[src/rtl/kris_pkg.sv]
`timescale 1ns / 1ps
// Package for the k-resource interval scheduler: payload structs, cell control
// structs, FSM state type and fixed field widths. No dependencies.
package kris_pkg;

  localparam int TIME_W = 16;
  localparam int CNT_W  = 8;
  localparam int CFG_W  = 4;

  typedef struct packed {
    logic [TIME_W-1:0] start_time;
    logic [TIME_W-1:0] end_time;
    logic              last_item;
  } in_item_t;

  typedef struct packed {
    logic [CNT_W-1:0] accepted_count;
    logic             overflow;
  } out_item_t;

  typedef struct packed {
    logic [TIME_W-1:0] start_time;
    logic [TIME_W-1:0] end_time;
  } span_t;

  // Control broadcast to every cell of the sort chain.
  typedef struct packed {
    logic  ins;
    logic  drain;
    span_t item;
  } sort_ctl_t;

  // Control broadcast to every cell of the resource chain.
  typedef struct packed {
    logic              clear;
    logic              step;
    logic [TIME_W-1:0] start_time;
  } res_ctl_t;

  typedef enum logic [1:0] {
    ST_LOAD,
    ST_DRAIN,
    ST_DONE
  } st_t;

endpackage

[src/rtl/kris_res_cell.sv]
`timescale 1ns / 1ps
// One cell of the resource chain: holds one resource end time. The chain is
// kept in descending order. Depends on kris_pkg.
module kris_res_cell (
  input  logic                        clk,
  input  kris_pkg::res_ctl_t          ctl,
  input  logic                        active,
  input  logic                        any_hit,
  input  logic                        prev_hit,
  input  logic [kris_pkg::TIME_W-1:0] prev_val,
  output logic [kris_pkg::TIME_W-1:0] val_q,
  output logic                        hit
);

  logic [kris_pkg::TIME_W-1:0] val_r;
  logic [kris_pkg::TIME_W-1:0] val_nxt;
  logic                        shift;

  assign hit = active && (val_r <= ctl.start_time);

  // Cells up to and including the first fitting one move down by one; the
  // freed front slot takes the new end time.
  assign shift = ctl.step && any_hit && active && !prev_hit;

  always_comb begin
    val_nxt = val_r;
    if (ctl.clear) begin
      val_nxt = '0;
    end else if (shift) begin
      val_nxt = prev_val;
    end
  end

  always_ff @(posedge clk) begin
    val_r <= val_nxt;
  end

  assign val_q = val_r;

endmodule

[config.mk]
export PLATFORM = sky130hd
export DESIGN_NAME = kris_res_cell
export DESIGN_NICKNAME = d
export VERILOG_FILES = /design/src/rtl/kris_pkg.sv /design/src/rtl/kris_res_cell.sv
export SDC_FILE = /design/constraint.sdc
export NUM_CORES = 1
export LEC_CHECK = 0
export BUFFER_PORTS_ARGS = -buffer_cell sky130_fd_sc_hd__clkbuf_2
export CORE_MARGIN = 4
export CORE_UTILIZATION = 45
export CTS_CLUSTER_DIAMETER = 100
export CTS_CLUSTER_SIZE = 20
export DETAILED_ROUTE_END_ITERATION = 16
export GPL_ROUTABILITY_DRIVEN = 0
export PLACE_DENSITY = 0.81
export SLEW_MARGIN = 20
export SYNTH_ARGS = -nofsm -noshare
export SYNTH_HDL_FRONTEND = slang
export SYNTH_SLANG_ARGS = --single-unit
[constraint.sdc]
create_clock -name clk -period 4.5 [get_ports clk]
set_clock_uncertainty 0.15 [all_clocks]
set_input_delay 0.225 -clock clk [delete_from_list [all_inputs] [get_ports clk]]
set_output_delay 0.225 -clock clk [all_outputs]
set_load 0.01 [all_outputs]
==> impl_metrics.csv, run 1 <==
group,metric,value,unit
worst_setup_path,path_class,"register to primary output",
drt,routed_wl,2650,um
worst_setup_path,cp.arrival,1.87,ns
global_routing,overflow,0,
drt,drtIter0Drc,4,
timing,min_period,2.24,ns
yosys,syn_avg_cell_area,7.67,um2
pwr,p_per_area,209,nW/um2
pwr,clock_power_share,31.9,%
yosys,yosysTopAreaCell,"dfxtp_1",
timing,maxSlewViolCount,0,
layout,nets,251,
floorplan,num_rows,16,
pwr,seqPwrFrac,48.6,%
drt,firstDrtPassIters,4,
layout,diodes,0,
layout,mostFrequentLayoutCell,"clkbuf_2",
drt,vias,1079,
cts,cts.sinks,16,
pwr,intPower,226,uW
placement,port_buffers,54,
timing,rsz0062_at_grt,"no",
global_routing,grt_max_degree,17,
timing,setup_tns,0,ns
floorplan,fp.coreArea,2020,um2
yosys,ys_ff_latch,16,
layout,final_cell_mix,"clkbuf_2 (54), nand2_1 (35), a21oi_1 (22)",
yosys,synth_top_area_share,32.6,%
drt,antenna_left,0,
global_routing,grt_pass1_vias,1102,
pwr,p_leak,0.759,nW
pwr,combinationalPowerShare,19.5,%
yosys,syn_nets,182,
pwr,irDropWorstVdd,139,uV
worst_setup_path,cp-end-kind,"primary output",
worst_setup_path,startpoint_type,"register",
status,status,"finished, final reports clean",
layout,fin_cells,223,
timing,finalHoldViolCount,0,
drt,drc,0,
floorplan,start_util,48.6,%
yosys,synthCells,128,
pwr,swShare,25.2,%
cts,post-cts-setup-buffer-count,0,
layout,drive_gt1_share,30.6,%
yosys,synth_cell_types,24,
layout,fill_cells,167,
timing,fmax,446,MHz
drt,via_per_inst,4.84,
drt,wire_per_inst,11.9,um
placement,placedCellCount,204,
yosys,seq_area_frac_synth,32.6,%
cts,clk_latency,0.29,ns
layout,register_area,320,um2
timing,slew_headroom,54.8,%
cts,htreeDepth,1,
global_routing,antenna_found_initial,0,
cts,max-clock-path-buffers,2,
yosys,syn_area,982,um2
layout,multi_input_comb_area,573,um2
cts,numCtsBuffers,3,
cts,path_clk_slew,0.09,ns
global_routing,grt_pass1_wl,4240,um
yosys,ys_top_cells_by_area,"dfxtp_1 (33%), ha_1 (20%), nand2_1 (13%), a21oi_1 (11%), inv_1 (6.1%)",
placement,dp_hpwl,2020,um
floorplan,die_x,54.7,um
hold_path,hold_path.class,"input port to register",
pwr,power.switching,76.2,uW
flow_run,cap_violations,0,
yosys,yosys_warnings,0,
floorplan,boundaryPins,55,
worst_setup_path,critPathMaxFanout,3,
layout,largest_reg_flops,16,
timing,finalCritPeriodShare,49.9,%
floorplan,dieHeight,54.7,um
global_routing,track_usage,19.6,%
cts,cts_tree,"built",
timing,hold_slack,0.0189,ns
layout,area.growth.synth_to_final,47.0,%
worst_setup_path,worstPathRequired,4.12,ns
timing,worstMarginPinSlew,0.675,ns
floorplan,die_area,2990,um2
timing,setup_viol,0,
cts,root_buffer,"clkbuf_4",
final cells by class:
| class | count | share of cell area (%) |
|---|---|---|
| Multi-Input combinational cell | 91 | 39.7 |
| Timing Repair Buffer | 69 | 29.1 |
| Sequential cell | 16 | 22.2 |
| Inverter | 16 | 4.16 |
| Clock buffer | 4 | 2.51 |
| Tap cell | 27 | 2.34 |
Yosys cell counts:
cell type	n
nor2b_1	1
nor2_1	1
clkbuf_1	2
nand3_1	2
nand4_1	3
buf_6	1
o31ai_1	1
clkbuf_2	1
nand4b_1	1
a21o_1	1
o211ai_1	1
and4b_1	1
nand2_1	35
nor4_2	1
inv_1	16
a221o_1	1
and3_1	1
dfxtp_1	16
a21oi_1	22
ha_1	16
nand2b_1	1
a21boi_2	1
buf_2	1
o21ai_0	1
worst max-delay path: stages, from the launching register on:
cell and delay, ns:
dfxtp_1 0.34, ha_1 0.29, a21oi_1 0.14, o21ai_0 0.09, a221o_1 0.36, o31ai_1 0.19
clkbuf_2 0.17
worst paths after layout:
path,slack (ns),cells past startpoint,startpoint,to
setup reg to reg,3.66,2,val_q[4],val_q[4]
hold reg to reg,0.33,2,val_q[0],val_q[0]
setup / recovery,2.26,6,val_q[7],hit
hold / removal,0.02,3,prev_val[4],val_q[4]
power by group through the flow:
stage | combinational [mW] | clock, mW | sequential (mW)
detailed placement | 0.0483 | 0 | 0.150
finish | 0.0589 | 0.0965 | 0.147
global placement | 0.0465 | 0 | 0.150
global route | 0.0668 | 0.103 | 0.147
floorplan | 0.0229 | 0 | 0.151
CTS | 0.0589 | 0.0999 | 0.147
cells by family (layout without fill, tap and decap cells):
group / count (synthesis) / after routing / synth area share, %
AOI/OAI and AO/OA: 28 / 28 / 16.2
buffers and inverters: 21 / 89 / 9.04
and+or+nand+nor: 47 / 47 / 21.8
adders and majority gates: 16 / 16 / 20.4
DFF: 16 / 16 / 32.6
timing repair:
| action | in CTS | in global routing |
|---|---|---|
| hold endpoints to repair | 15 | 0 |
| hold buffers | 15 | 0 |
| resized for setup | 0 | 0 |
per-stage QoR:
stage                     cell area (um2)  setup slack (ns)  power [mW]  utilization (%)
after global placement               1260              2.50       0.197             62.2
after global routing                 1440              2.09       0.317             71.4
final                                1440              2.26       0.302             71.4
after CTS                            1440              2.24       0.306             71.4
after floorplan                       982              2.62       0.174                -
after detailed placement             1260              2.55       0.198             62.2
layer usage:
| layer | GRT usage, % | wire, um |
|---|---|---|
| met4 | 8.71 | 38 |
| met5 | 0 | 0 |
| met3 | 3.27 | 173 |
| met2 | 37.4 | 1310 |
| met1 | 20.5 | 1130 |
Power figures use the tool's default switching activity.
==> run 2, diff against run 1 <==
CORE_UTILIZATION = 39   (was 45)
PLACE_DENSITY = 0.75   (was 0.81)
clock period = 2 ns   (was 4.5 ns; I/O delays follow)
==> run 2 against run 1 <==
  * The flow now finishes with violations (setup timing)
  * Cell count rose by 6.7%
  * Die area grew 13%
  * Global-route usage up 3.1 points
  * Clock power increased by 140%
  * Utilization up 3.2 points
  * Critical endpoint unchanged
==> impl_metrics.csv, run 2 (same netlist as run 1, synthesis figures left out) <==
group,metric,value,unit
cts,numCtsBuffers,3,
pwr,intPower,530,uW
placement,dp_hpwl,2240,um
global_routing,grt_pass1_vias,1357,
layout,diodes,0,
floorplan,num_rows,17,
layout,drive_gt1_share,46.2,%
drt,wire_per_inst,15.3,um
layout,mostFrequentLayoutCell,"clkbuf_2",
worst_setup_path,cp-end-kind,"primary output",
layout,final_cell_mix,"clkbuf_2 (53), nand2_1 (34), a21oi_1 (21)",
drt,antenna_left,0,
cts,max-clock-path-buffers,2,
pwr,power,735,uW
layout,fill_cells,157,
timing,finalCritPeriodShare,107,%
floorplan,dieHeight,58.2,um
floorplan,die_x,58.2,um
timing,min_period,2.14,ns
global_routing,grt_pass1_wl,5900,um
timing,finalHoldViolCount,0,
timing,hold_slack,0.0332,ns
layout,nets,265,
drt,routed_wl,3630,um
pwr,p_leak,0.838,nW
global_routing,grtUsageMet2,45.3,%
timing,fin_ws,-0.137,ns
worst_setup_path,critPathMaxFanout,3,
timing,maxSlewViolCount,0,
cts,cts_tree,"built",
cts,clk_latency,0.30,ns
timing,setup_viol,1,
floorplan,start_util,42.8,%
flow_run,cap_violations,0,
pwr,clock_power_share,31.4,%
pwr,power.switching,205,uW
pwr,irDropWorstVdd,405,uV
cts,cts.sinks,16,
pwr,combinationalPowerShare,23.5,%
layout,area.growth.synth_to_final,74.5,%
timing,slew_headroom,60.7,%
global_routing,overflow,0,
worst_setup_path,cp.arrival,1.89,ns
placement,pre_cts_ws,0.158,ns
worst_setup_path,startpoint_type,"register",
global_routing,track_usage,22.7,%
floorplan,fp.coreArea,2300,um2
pwr,p_per_area,429,nW/um2
global_routing,grt_max_degree,17,
worst_setup_path,reg2reg_slack,1.01,ns
drt,firstDrtPassIters,5,
pwr,swShare,27.9,%
drt,vias,1207,
cts,root_buffer,"clkbuf_4",
hold_path,hold_path.class,"input port to register",
status,violations,"setup timing",
timing,rsz0062_at_grt,"yes",
drt,via_per_inst,5.07,
timing,fmax,468,MHz
pwr,seqPwrFrac,45.1,%
global_routing,grt-busiest-layer,"met2",
global_routing,antenna_found_initial,0,
worst_setup_path,path_class,"register to primary output",
placement,placedCellCount,206,
layout,largest_reg_flops,16,
drt,drtIter0Drc,59,
floorplan,boundaryPins,55,
cts,path_clk_slew,0.11,ns
timing,worstMarginPinSlew,0.589,ns
layout,fin_cells,238,
cts,htreeDepth,1,
floorplan,die_area,3390,um2
worst_setup_path,worstPathRequired,1.75,ns
global_routing,gr-usage-met3,4.23,%
global_routing,met1_usage,22.1,%
placement,port_buffers,54,
layout,fin_util,74.6,%
drt,drc,0,
status,status,"finished, violations left",
-- run 2: path summary, 6_finish.rpt --
kind	startpoint	endpoint	cells after the start
min reg2reg	val_q[0]	val_q[0]	2
min	ctl[17]	val_q[10]	2
max	val_q[11]	hit	6
max reg2reg	val_q[11]	val_q[11]	4
-- run 2: area by class of cell --
| type | instances | area [um2] | share of cell area (%) |
|---|---|---|---|
| Clock buffer | 4 | 36.3 | 2.12 |
| Inverter | 16 | 60.1 | 3.50 |
| Multi-Input combinational cell | 91 | 718 | 41.9 |
| Sequential cell | 16 | 337 | 19.6 |
| Tap cell | 28 | 35.0 | 2.04 |
| Timing Repair Buffer | 83 | 528 | 30.8 |
-- run 2: power by group through the flow --
stage                     Sequential (mW)  Combinational [mW]  Clock, mW
after floorplan                     0.340              0.0515          0
after global placement              0.338               0.106          0
after detailed placement            0.338               0.111          0
after CTS                           0.332               0.160      0.226
after global routing                0.332               0.189      0.245
final                               0.332               0.172      0.231
-- run 2: layer usage --
layer | routed length (um) | up-vias
met1 | 1340 | 553
met5 | 0 | -
met2 | 1990 | 47
met3 | 161 | 17
li1 | - | 590
met4 | 142 | 0
-- run 2: per-stage QoR --
step	setup TNS [ns]	cell area, um2
global route	-0.274	1710
floorplan	0	982
CTS	-0.0741	1690
global placement	0	1270
finish	-0.137	1710
detailed placement	0	1270
-- run 2: critical path, stage by stage, from the launching register on --
cell and delay, ns:
dfxtp_2 0.35, ha_4 0.28, nand4_1 0.16, nor4_4 0.32, a21boi_2 0.23, o31ai_2 0.08, buf_2 0.14
-- run 2: repair_timing --
action | in CTS | in global routing
setup buffers | 11 | 1
hold buffers | 16 | 0
resized for setup | 24 | 4
cloned | 0 | 0
endpoints found under the setup margin | 1 | 1
endpoints found under the hold margin | 16 | 0
pin swaps | 8 | 2
