$ cat src/rtl/kris_pkg.sv
`timescale 1ns / 1ps
// Package for the k-resource interval scheduler: payload structs, cell control
// structs, FSM state type and fixed field widths. No dependencies.
package kris_pkg;

  localparam int TIME_W = 16;
  localparam int CNT_W  = 8;
  localparam int CFG_W  = 4;

  typedef struct packed {
    logic [TIME_W-1:0] start_time;
    logic [TIME_W-1:0] end_time;
    logic              last_item;
  } in_item_t;

  typedef struct packed {
    logic [CNT_W-1:0] accepted_count;
    logic             overflow;
  } out_item_t;

  typedef struct packed {
    logic [TIME_W-1:0] start_time;
    logic [TIME_W-1:0] end_time;
  } span_t;

  // Control broadcast to every cell of the sort chain.
  typedef struct packed {
    logic  ins;
    logic  drain;
    span_t item;
  } sort_ctl_t;

  // Control broadcast to every cell of the resource chain.
  typedef struct packed {
    logic              clear;
    logic              step;
    logic [TIME_W-1:0] start_time;
  } res_ctl_t;

  typedef enum logic [1:0] {
    ST_LOAD,
    ST_DRAIN,
    ST_DONE
  } st_t;

endpackage

$ cat src/rtl/kris_sort_cell.sv
`timescale 1ns / 1ps
// One cell of the insertion sort chain: holds one interval, ordered by end time.
// Depends on kris_pkg.
module kris_sort_cell (
  input  logic               clk,
  input  kris_pkg::sort_ctl_t ctl,
  input  logic               occ,
  input  logic               prev_gt,
  input  kris_pkg::span_t    prev_span,
  input  kris_pkg::span_t    next_span,
  output kris_pkg::span_t    span_q,
  output logic               gt
);

  kris_pkg::span_t span_r;
  kris_pkg::span_t span_nxt;

  // Empty cells and cells with a strictly later end make room; equal ends stay
  // ahead of the newcomer, which keeps the sort stable.
  assign gt = !occ || (span_r.end_time > ctl.item.end_time);

  always_comb begin
    span_nxt = span_r;
    if (ctl.ins && gt) begin
      span_nxt = prev_gt ? prev_span : ctl.item;
    end else if (ctl.drain) begin
      span_nxt = next_span;
    end
  end

  always_ff @(posedge clk) begin
    span_r <= span_nxt;
  end

  assign span_q = span_r;

endmodule

$ cat config.mk
export PLATFORM = sky130hd
export DESIGN_NAME = kris_sort_cell
export DESIGN_NICKNAME = d
export VERILOG_FILES = /design/src/rtl/kris_pkg.sv /design/src/rtl/kris_sort_cell.sv
export SDC_FILE = /design/constraint.sdc
export NUM_CORES = 1
export LEC_CHECK = 0
export BUFFER_PORTS_ARGS = -buffer_cell sky130_fd_sc_hd__buf_4
export CORE_MARGIN = 5
export CORE_UTILIZATION = 48
export DETAILED_ROUTE_END_ITERATION = 16
export MAX_ROUTING_LAYER = met4
export PLACE_DENSITY_LB_ADDON = 0.15
export SYNTH_ARGS = -nofsm -noshare
export SYNTH_HDL_FRONTEND = slang
export SYNTH_SLANG_ARGS = --single-unit
$ cat constraint.sdc
create_clock -name clk -period 4 [get_ports clk]
set_input_delay 0 -clock clk [delete_from_list [all_inputs] [get_ports clk]]
set_output_delay 0 -clock clk [all_outputs]
set_load 0.01 [all_outputs]
==> impl_metrics.csv, run 1 <==
group,metric,value,unit
grt,grt_pass1_vias,1965,
grt,grt_usage,19.2,%
placed_design,dp_slack,1.14,ns
setup_path,r2r_start,"span_q[15]",
clock_tree,htree_levels,2,
power,clockPowerShare,28.2,%
drt,route.detailed.drc,0,
power,peakVddDrop,0.256,mV
floorplan,core_area,0.00469,mm²
clock_tree,cts_hold_buf,1,
clock_tree,cts_tree,"built",
power,p_per_area,324,mW/mm²
sta,timing.final.crit_period,2.88,ns
setup_path,r2r_cells,5,
synth,syn_avg_cell_area,12.5,µm²
clock_tree,cts.clk_slew.worst_paths,0.07,ns
drt,wl,5860,µm
power,switching_share,25.8,%
clock_tree,clkLatencyLatePin,0.29,ns
sta,setup_viol,0,
setup_path,path_delay_family,"compound AO/OA/AOI/OAI gates",
setup_path,crit_path_start,"span_q[15]",
finish,nFillCells,349,
placed_design,place.gp.congestion,0.764,
clock_tree,cts_resized,0,
job,maxCapViolations,0,
synth,yosysTopAreaCell,"edfxtp_1",
grt,grt_antenna_before_repair,0,
setup_path,cp-end-kind,"flip-flop",
setup_path,r2r_setup_slack,1.12,ns
setup_path,slowest_stage,"a2111oi_0",
setup_path,critical_path.max_stage_delay,0.70,ns
sta,slew-limit-headroom,49.7,%
drt,route.vias.total,1904,
finish,area_growth,48.7,%
hold_path,hp-start,"next_span[8]",
finish,drive_gt1_share,60.9,%
sta,fin_tns_setup,0,ns
drt,antenna_left,0,
synth,synth.ff_latch_count,32,
setup_path,startpoint_type,"flip-flop",
drt,wl_per_cell,15.7,µm
run_status,outcome,"complete, no violations",
synth,syn_inst,184,
placed_design,dp_hpwl,4650,µm
grt,gr-total-overflow,0,
sta,worstMarginPinSlew,0.735,ns
floorplan,start_util,49.0,%
sta,layout_setup_ws,1.12,ns
placed_design,port-buffer-count,133,
synth,yosysWarningCount,0,
sta,rsz0062_at_grt,"false",
hold_path,whs_endpoint,"span_q[8]",
synth,synth_enable_flop_cells,32,
sta,fin_skew,0.00886,ns
hold_path,worstHoldPathType,"primary input to flip-flop",
clock_tree,cts-root-buf,"clkbuf_8",
power,p_comb_share,32.1,%
setup_path,path_max_fanout,32,
setup_path,crit_arrival,2.80,ns
synth,yosysMostFrequentCell,"edfxtp_1",
synth,ys.flop_type,"edfxtp_1",
sta,maxSlewViolCount,0,
synth,synth_top_area_share,41.8,%
clock_tree,post-cts-setup-buffers,0,
synth,synthesis.area,0.00230,mm²
finish,final_nets,436,
synth,synth_common_cells,"32 x edfxtp_1, 29 x mux2_4, 20 x mux2_2",
power,switchingPower,285,µW
clock_tree,cts_made_buffers,5,
setup_path,required,3.92,ns
power,p_leak,1.67,nW
setup_path,crit_chain,"ha_1 -> nand4_2 -> a2111oi_0 -> o311a_2 -> or2_2",
synth,synth_nets,301,
finish,fin_util,72.8,%
grt,grt_pass1_wl,9110,µm
placed_design,placedCellCount,364,
sta,min_period_over_period,72.1,%
floorplan,die_y,79.2,µm
sta,max_freq,347,MHz
setup_path,crit_type,"flip-flop to flip-flop",
finish,largest_reg_flops,32,
setup_path,timing.critical_path.buf_inv,0,
floorplan,die_w,79.2,µm
synth,synth_cell_types,28,
floorplan,rows,25,
sta,finalHoldViolCount,0,
grt,grt_max_degree,48,
clock_tree,cts.sinks,32,
floorplan,dieArea,0.00627,mm²
power,seqPwrFrac,39.7,%
drt,drt_iter0_markers,68,
drt,drt-vias-per-instance,5.09,
floorplan,io_pins,134,
finish,n_antenna_cell,0,
finish,final_cells,374,
synth,async_flop_share,0,%
synth,ys_top_cells_by_area,"edfxtp_1 42%, mux2_4 19%, mux2_2 9.8%, ha_1 8.7%, o21ai_0 3.9%",
clock_tree,cts.path.max_buffers,2,
setup_path,worstReg2RegEnd,"span_q[31]",
power,p_int,821,µW
drt,first_pass_iters,4,
sta,hold_slack,0.00624,ns
hold_path,min_delay_path_depth,2,
synth,synth_seq_area_share,41.8,%
## metrics by stage
step	instance area (µm²)	power, mW
finish	3420	1.11
global route	3420	1.16
CTS	3410	1.11
detailed placement	3290	0.803
global placement	3290	0.795
floorplan	2300	0.645
## worst max path at each step
stage | to | slack, ns | cells past startpoint
3_5_place_dp | span_q[8] | 1.14 | 5
3_3_place_gp | span_q[25] | 1.30 | 6
4_1_cts | span_q[22] | 1.13 | 5
6_report | span_q[31] | 1.12 | 5
5_1_grt | span_q[31] | 0.89 | 6
2_1_floorplan | span_q[0] | 1.17 | 8
## layout make-up
| cell class | instances | area, µm² | share of cell area [%] |
|---|---|---|---|
| clock buffer | 6 | 72.6 | 2.12 |
| sequential | 32 | 961 | 28.1 |
| inverter | 16 | 60.1 | 1.76 |
| timing repair buffer | 137 | 1030 | 30.2 |
| tap | 54 | 67.6 | 1.98 |
| multi-input combinational | 127 | 1190 | 34.7 |
| clock inverter | 2 | 35.0 | 1.03 |
## placed cells by master, fill, tap and decap left out, drive strengths merged, types with 2 or more instances in the layout
cell type,instances
inv,16
mux2,49
ha,16
nand2,19
nor4,2
dlygate4sd3,2
o21ai,18
a21oi,5
and2,2
buf,135
clkbuf,6
nand4,3
edfxtp,32
## power by group through the flow
| stage | clock, mW | sequential [mW] | combinational, mW |
|---|---|---|---|
| after global routing | 0.330 | 0.444 | 0.386 |
| after CTS | 0.313 | 0.440 | 0.360 |
| after global placement | 0 | 0.445 | 0.350 |
| after detailed placement | 0 | 0.447 | 0.356 |
| after floorplan | 0 | 0.467 | 0.178 |
| final | 0.312 | 0.439 | 0.355 |
## per-layer routing
| layer | global-route usage, % | vias up | part of all wire [%] |
|---|---|---|---|
| li1 | - | 945 | - |
| met1 | 20.6 | 880 | 38 |
| met2 | 34.3 | 74 | 52 |
| met3 | 7.26 | 5 | 9.1 |
| met4 | 3.61 | 0 | 0.78 |
| met5 | - | - | 0 |
## kinds of logic (layout without fill, tap and decap cells)
group	Yosys count	after routing	share of synthesized area, %
DFF	32	32	41.8
buffers and inverters	25	161	6.54
muxes	49	49	28.8
adders and majority gates	16	16	8.71
AOI/OAI and AO/OA	28	28	6.81
and+or+nand+nor	34	34	7.35
No activity file was read; power rests on OpenSTA's default activity.
==> run 2: changes to the inputs <==
- CORE_UTILIZATION: 48 -> 40
- clock period: 4 -> 2.55 ns (I/O delays scaled with it)
==> run 2 against run 1 <==
  * Count of clock-buffer cells in the layout increased by 1
  * Register-to-register slack got worse by 1.1 ns
  * Critical path type unchanged
  * Flip-flop and latch count unchanged
  * Highest routed layer unchanged
  * Critical path depth increased by 2
  * Combinational power increased by 74%
  * Wire length increased by 6.4%
  * Core utilization decreased by 8.1 points
  * Die area increased by 17%
  * First-iteration DRC count decreased by 34%
  * Sequential power increased by 58%
==> impl_metrics.csv, run 2 (synthesized netlist as in run 1, its figures left out) <==
group,metric,value,unit
setup_path,timing.critical_path.buf_inv,1,
clock_tree,cts-root-buf,"clkbuf_8",
finish,final_nets,440,
finish,final_area,0.00358,mm²
setup_path,cp-end-kind,"flip-flop",
setup_path,crit_chain,"ha_4 -> nand4_4 -> nor2_1 -> or4_4 -> o311a_4 -> buf_12 -> mux2_4",
sta,fin_skew,0.00444,ns
drt,route.vias.total,1947,
hold_path,min_delay_path_depth,2,
power,total_power,1.67,mW
floorplan,rows,27,
clock_tree,cts.clk_slew.worst_paths,0.06,ns
placed_design,port-buffer-count,133,
grt,grt_max_degree,48,
setup_path,path_max_fanout,10,
setup_path,crit_arrival,2.57,ns
setup_path,required,2.57,ns
clock_tree,cts.sinks,32,
setup_path,worstReg2RegEnd,"span_q[9]",
drt,route.detailed.drc,0,
job,maxCapViolations,0,
finish,final_common_cell,"buf_4",
placed_design,dp_hpwl,4880,µm
sta,rsz0062_at_grt,"true",
sta,min_period_over_period,99.9,%
drt,first_pass_iters,4,
setup_path,slowest_stage,"or4_4",
setup_path,crit_type,"flip-flop to flip-flop",
finish,seq_area,961,µm²
run_status,outcome,"complete, no violations",
power,p_per_area,467,mW/mm²
drt,wl_per_cell,15.8,µm
finish,nFillCells,471,
power,peakVddDrop,0.269,mV
drt,wl,6240,µm
setup_path,r2r_start,"span_q[15]",
finish,largest_reg_flops,32,
sta,slew-limit-headroom,67.4,%
floorplan,core_area,0.00554,mm²
grt,grt_usage,17.4,%
floorplan,die_y,85.8,µm
finish,area_growth,56.0,%
drt,drt-vias-per-instance,4.92,
clock_tree,htree_levels,2,
clock_tree,cts.path.max_buffers,2,
sta,setup_viol,0,
floorplan,start_util,41.5,%
sta,finalHoldViolCount,0,
floorplan,die_w,85.8,µm
setup_path,cp.depth,7,
finish,most-common-layout-cells,"137 x buf_4, 32 x edfxtp_1, 29 x mux2_4, 20 x mux2_2",
clock_tree,clkLatencyLatePin,0.27,ns
setup_path,startpoint_type,"flip-flop",
hold_path,whs_endpoint,"span_q[20]",
hold_path,worstHoldPathType,"primary input to flip-flop",
setup_path,critical_path.max_stage_delay,0.51,ns
placed_design,dpl_cell_area,0.00337,mm²
drt,drt_iter0_markers,45,
finish,drive_gt1_share,64.8,%
clock_tree,cts_tree,"built",
placed_design,place.gp.congestion,0.809,
grt,grt_pass1_wl,9870,µm
setup_path,r2r_setup_slack,0.002,ns
clock_tree,cts_made_buffers,5,
finish,multi_input_area,0.00131,mm²
clock_tree,cts_hold_buf,0,
sta,max_freq,393,MHz
drt,antenna_left,0,
setup_path,path_delay_family,"simple AND/OR/NAND/NOR gates",
grt,grt_antenna_before_repair,0,
sta,timing.final.crit_period,2.55,ns
grt,gr-total-overflow,0,
floorplan,io_pins,134,
sta,worstMarginPinSlew,0.489,ns
hold_path,hp-start,"next_span[20]",
setup_path,r2r_cells,7,
grt,grt_pass1_vias,2166,
sta,maxSlewViolCount,0,
power,p_leak,1.70,nW
finish,n_antenna_cell,0,
floorplan,dieArea,0.00736,mm²
==> run 2: timing repair <==
| item | 4_1_cts | 5_1_grt |
|---|---|---|
| setup buffers | 0 | 2 |
| cloned | 1 | 0 |
| resized for setup | 11 | 5 |
| endpoints found under the setup margin | 64 | 48 |
| pin swaps | 1 | 1 |
==> run 2: how the worst max path moves through the flow <==
stage	startpoint	end	slack (ns)
2_1_floorplan	span_q[11]	span_q[0]	-0.07
3_3_place_gp	span_q[15]	span_q[24]	-0.05
3_5_place_dp	span_q[15]	span_q[24]	-0.16
4_1_cts	span_q[11]	span_q[9]	0.01
5_1_grt	span_q[15]	span_q[0]	-0.08
6_report	span_q[15]	span_q[9]	0.002
==> run 2: per-stage QoR <==
step / cells / hold slack [ns] / utilization (%) / TNS [ns] / worst slack, ns
2_1_floorplan: 184 / 0.120 / - / -2.34 / -0.0732
3_3_place_gp: 385 / 0.301 / 60.9 / -1.71 / -0.0462
3_5_place_dp: 385 / 0.304 / 60.9 / -7.93 / -0.163
4_1_cts: 394 / 0.0159 / 63.8 / 0 / 0.0121
5_1_grt: 396 / 0.00633 / 64.7 / -1.53 / -0.0790
6_report: 396 / 0.0245 / 64.7 / 0 / 0.00242
==> run 2: cell type report <==
cell class | instances | share of cell area (%)
clock buffer | 7 | 2.13
tap | 72 | 2.51
multi-input combinational | 128 | 36.6
clock inverter | 1 | 0.105
inverter | 16 | 1.68
sequential | 32 | 26.8
timing repair buffer | 140 | 30.1
==> run 2: layer usage <==
metal | track usage [%] | wire length [µm]
met1 | 19.6 | 2420
met2 | 30.8 | 3290
met3 | 4.71 | 455
met4 | 4.17 | 70
met5 | - | 0
==> run 2: power breakdown <==
group          switching [mW]  internal (mW)
clock network           0.173          0.190
registers              0.0292          0.663
logic                   0.245          0.372
total                   0.448           1.23
==> run 3: changes to the inputs <==
--- a/config.mk
+++ b/config.mk
@@ -8,5 +8,5 @@
 export BUFFER_PORTS_ARGS = -buffer_cell sky130_fd_sc_hd__buf_4
 export CORE_MARGIN = 5
-export CORE_UTILIZATION = 40
+export CORE_UTILIZATION = 31
 export DETAILED_ROUTE_END_ITERATION = 16
 export MAX_ROUTING_LAYER = met4
==> constraint.sdc (replaced) <==
create_clock -name clk -period 2.55 [get_ports clk]
set_input_delay 0.51 -clock clk [delete_from_list [all_inputs] [get_ports clk]]
set_output_delay 0.51 -clock clk [all_outputs]
set_load 0.01 [all_outputs]
==> run 3 against run 2 <==
  * The flow now finishes with violations (negative setup slack)
  * Flip-flop and latch count stayed put
  * Wire length is 9.2% higher
  * Setup slack worse by 0.20 ns
  * Core utilization is 8.8 points lower
  * Hold slack better by 0.50 ns
  * Clock skew is 0.00066 ns lower
  * Sequential share of layout area is 3.1 points lower
  * First-iteration DRC count is 42% higher
  * Die area is 25% higher
  * Combinational power is 21% higher
  * Critical path type is now flip-flop to output port
  * Critical endpoint is now gt
  * Largest cell class unchanged
==> impl_metrics.csv, run 3 (synthesized netlist as in run 1, its figures left out) <==
group,metric,value,unit
power,p_per_area,451,mW/mm²
floorplan,start_util,31.7,%
power,total_power,1.83,mW
setup_path,cp-end-kind,"output port",
power,peakVddDrop,0.182,mV
drt,antenna_left,0,
finish,most-common-layout-cells,"156 x buf_4, 32 x edfxtp_1, 29 x mux2_4, 20 x mux2_2, 18 x nand2_1",
placed_design,dp_slack,-0.320,ns
grt,grt_usage,14.7,%
run_status,outcome,"complete, but fails checks",
run_status,violations,"negative setup slack",
clock_tree,clkLatencyLatePin,0.28,ns
clock_tree,cts.clk_slew.worst_paths,0.07,ns
placed_design,placedCellCount,424,
grt,grt_pass1_vias,2189,
setup_path,crit_arrival,2.24,ns
placed_design,dp_hpwl,5100,µm
floorplan,io_pins,134,
clock_tree,cts.sinks,32,
finish,final_common_cell,"buf_4",
finish,area_growth,76.4,%
sta,slew-limit-headroom,67.9,%
clock_tree,cts_tree,"built",
sta,rsz0062_at_grt,"true",
sta,fin_skew,0.00378,ns
clock_tree,cts-root-buf,"clkbuf_8",
sta,min_period_over_period,108,%
floorplan,core_area,0.00725,mm²
sta,layout_setup_ws,-0.200,ns
placed_design,port-buffer-count,133,
sta,max_freq,364,MHz
setup_path,crit_type,"flip-flop to output port",
sta,setup_viol,57,
sta,timing.final.crit_period,2.75,ns
floorplan,die_w,96.1,µm
grt,grt_max_degree,48,
finish,drive_gt1_share,72.1,%
clock_tree,cts_hold_buf,0,
drt,drt-vias-per-instance,4.51,
clock_tree,cts.path.max_buffers,2,
setup_path,startpoint_type,"flip-flop",
drt,first_pass_iters,4,
setup_path,path_max_fanout,2,
drt,route.detailed.drc,0,
drt,route.vias.total,2049,
grt,gr-total-overflow,0,
grt,grt_pass1_wl,9950,µm
drt,drt_iter0_markers,64,
hold_path,worstHoldPathType,"primary input to flip-flop",
sta,maxSlewViolCount,0,
floorplan,die_y,96.1,µm
grt,grt_antenna_before_repair,0,
finish,fin_util,55.9,%
drt,wl_per_cell,15.0,µm
sta,finalHoldViolCount,0,
power,p_leak,1.87,nW
setup_path,required,2.04,ns
job,maxCapViolations,0,
placed_design,place.gp.congestion,0.744,
finish,n_antenna_cell,0,
finish,largest_reg_flops,32,
finish,final_cells,454,
sta,fin_tns_setup,-5.50,ns
floorplan,rows,31,
sta,worstMarginPinSlew,0.482,ns
drt,wl,6810,µm
floorplan,dieArea,0.00923,mm²
finish,nFillCells,648,
clock_tree,htree_levels,2,
clock_tree,cts_made_buffers,5,
finish,final_nets,471,
==> run 3: changes by cell type in the layout (fill, tap and decap cells not counted), moves of 2 or more <==
cell / previous run / this run
buf_6: 1 / 6
inv_4: 0 / 2
inv_1: 16 / 10
nor4_2: 0 / 2
ha_1: 11 / 7
ha_4: 5 / 9
buf_8: 0 / 2
a21oi_4: 0 / 2
buf_4: 137 / 156
inv_2: 0 / 2
or2_4: 2 / 4
==> run 3: metrics by stage <==
stage	cell area, µm²	hold WS (ns)
finish	4050	0.522
floorplan	2430	0.728
CTS	3910	0.515
detailed placement	3600	0.814
global placement	3600	0.811
global route	4050	0.508
==> run 3: worst max-delay path, cell delays in order, from the launching register on <==
cell and delay, ns:
edfxtp_1 0.40, ha_1 0.32, nand4_1 0.12, nor4_2 0.29
buf_4 0.15, a21boi_4 0.18, buf_6 0.11, nor4_2 0.03
o21ai_1 0.20, buf_4 0.16
==> run 3: area by class of cell <==
type | instances | area (µm²) | share of cell area (%)
Sequential cell | 32 | 961 | 23.7
Tap cell | 99 | 124 | 3.06
Clock buffer | 6 | 72.6 | 1.79
Multi-Input combinational cell | 130 | 1420 | 35.0
Timing Repair Buffer | 169 | 1380 | 34.1
Inverter | 16 | 85.1 | 2.10
Clock inverter | 2 | 11.3 | 0.278
==> run 3: final timing paths <==
path,startpoint,endpoint,slack (ns),cells after the start
max,span_q[5],gt,-0.20,9
min,next_span[16],span_q[16],0.52,2
max reg2reg,span_q[5],span_q[31],-0.16,11
min reg2reg,span_q[15],span_q[23],1.35,5
==> run 3: routing by layer <==
metal / GRT usage, % / routed length [µm] / vias to the layer above
met5: - / 0 / -
met4: 3.55 / 64 / 0
met3: 4.38 / 579 / 6
met2: 24.4 / 3340 / 85
met1: 17.3 / 2820 / 932
li1: - / - / 1026
==> run 3: report_power, final <==
part	internal [mW]	total (mW)	switching, mW
Clock	0.189	0.381	0.192
Sequential	0.663	0.699	0.0356
Combinational	0.472	0.750	0.278
==> run 3: timing repair <==
item,in CTS,in global routing
endpoints found under the setup margin,65,65
gates cloned,2,3
hold endpoints to repair,0,0
resized for setup,19,16
pin swaps,7,8
buffers inserted,12,6
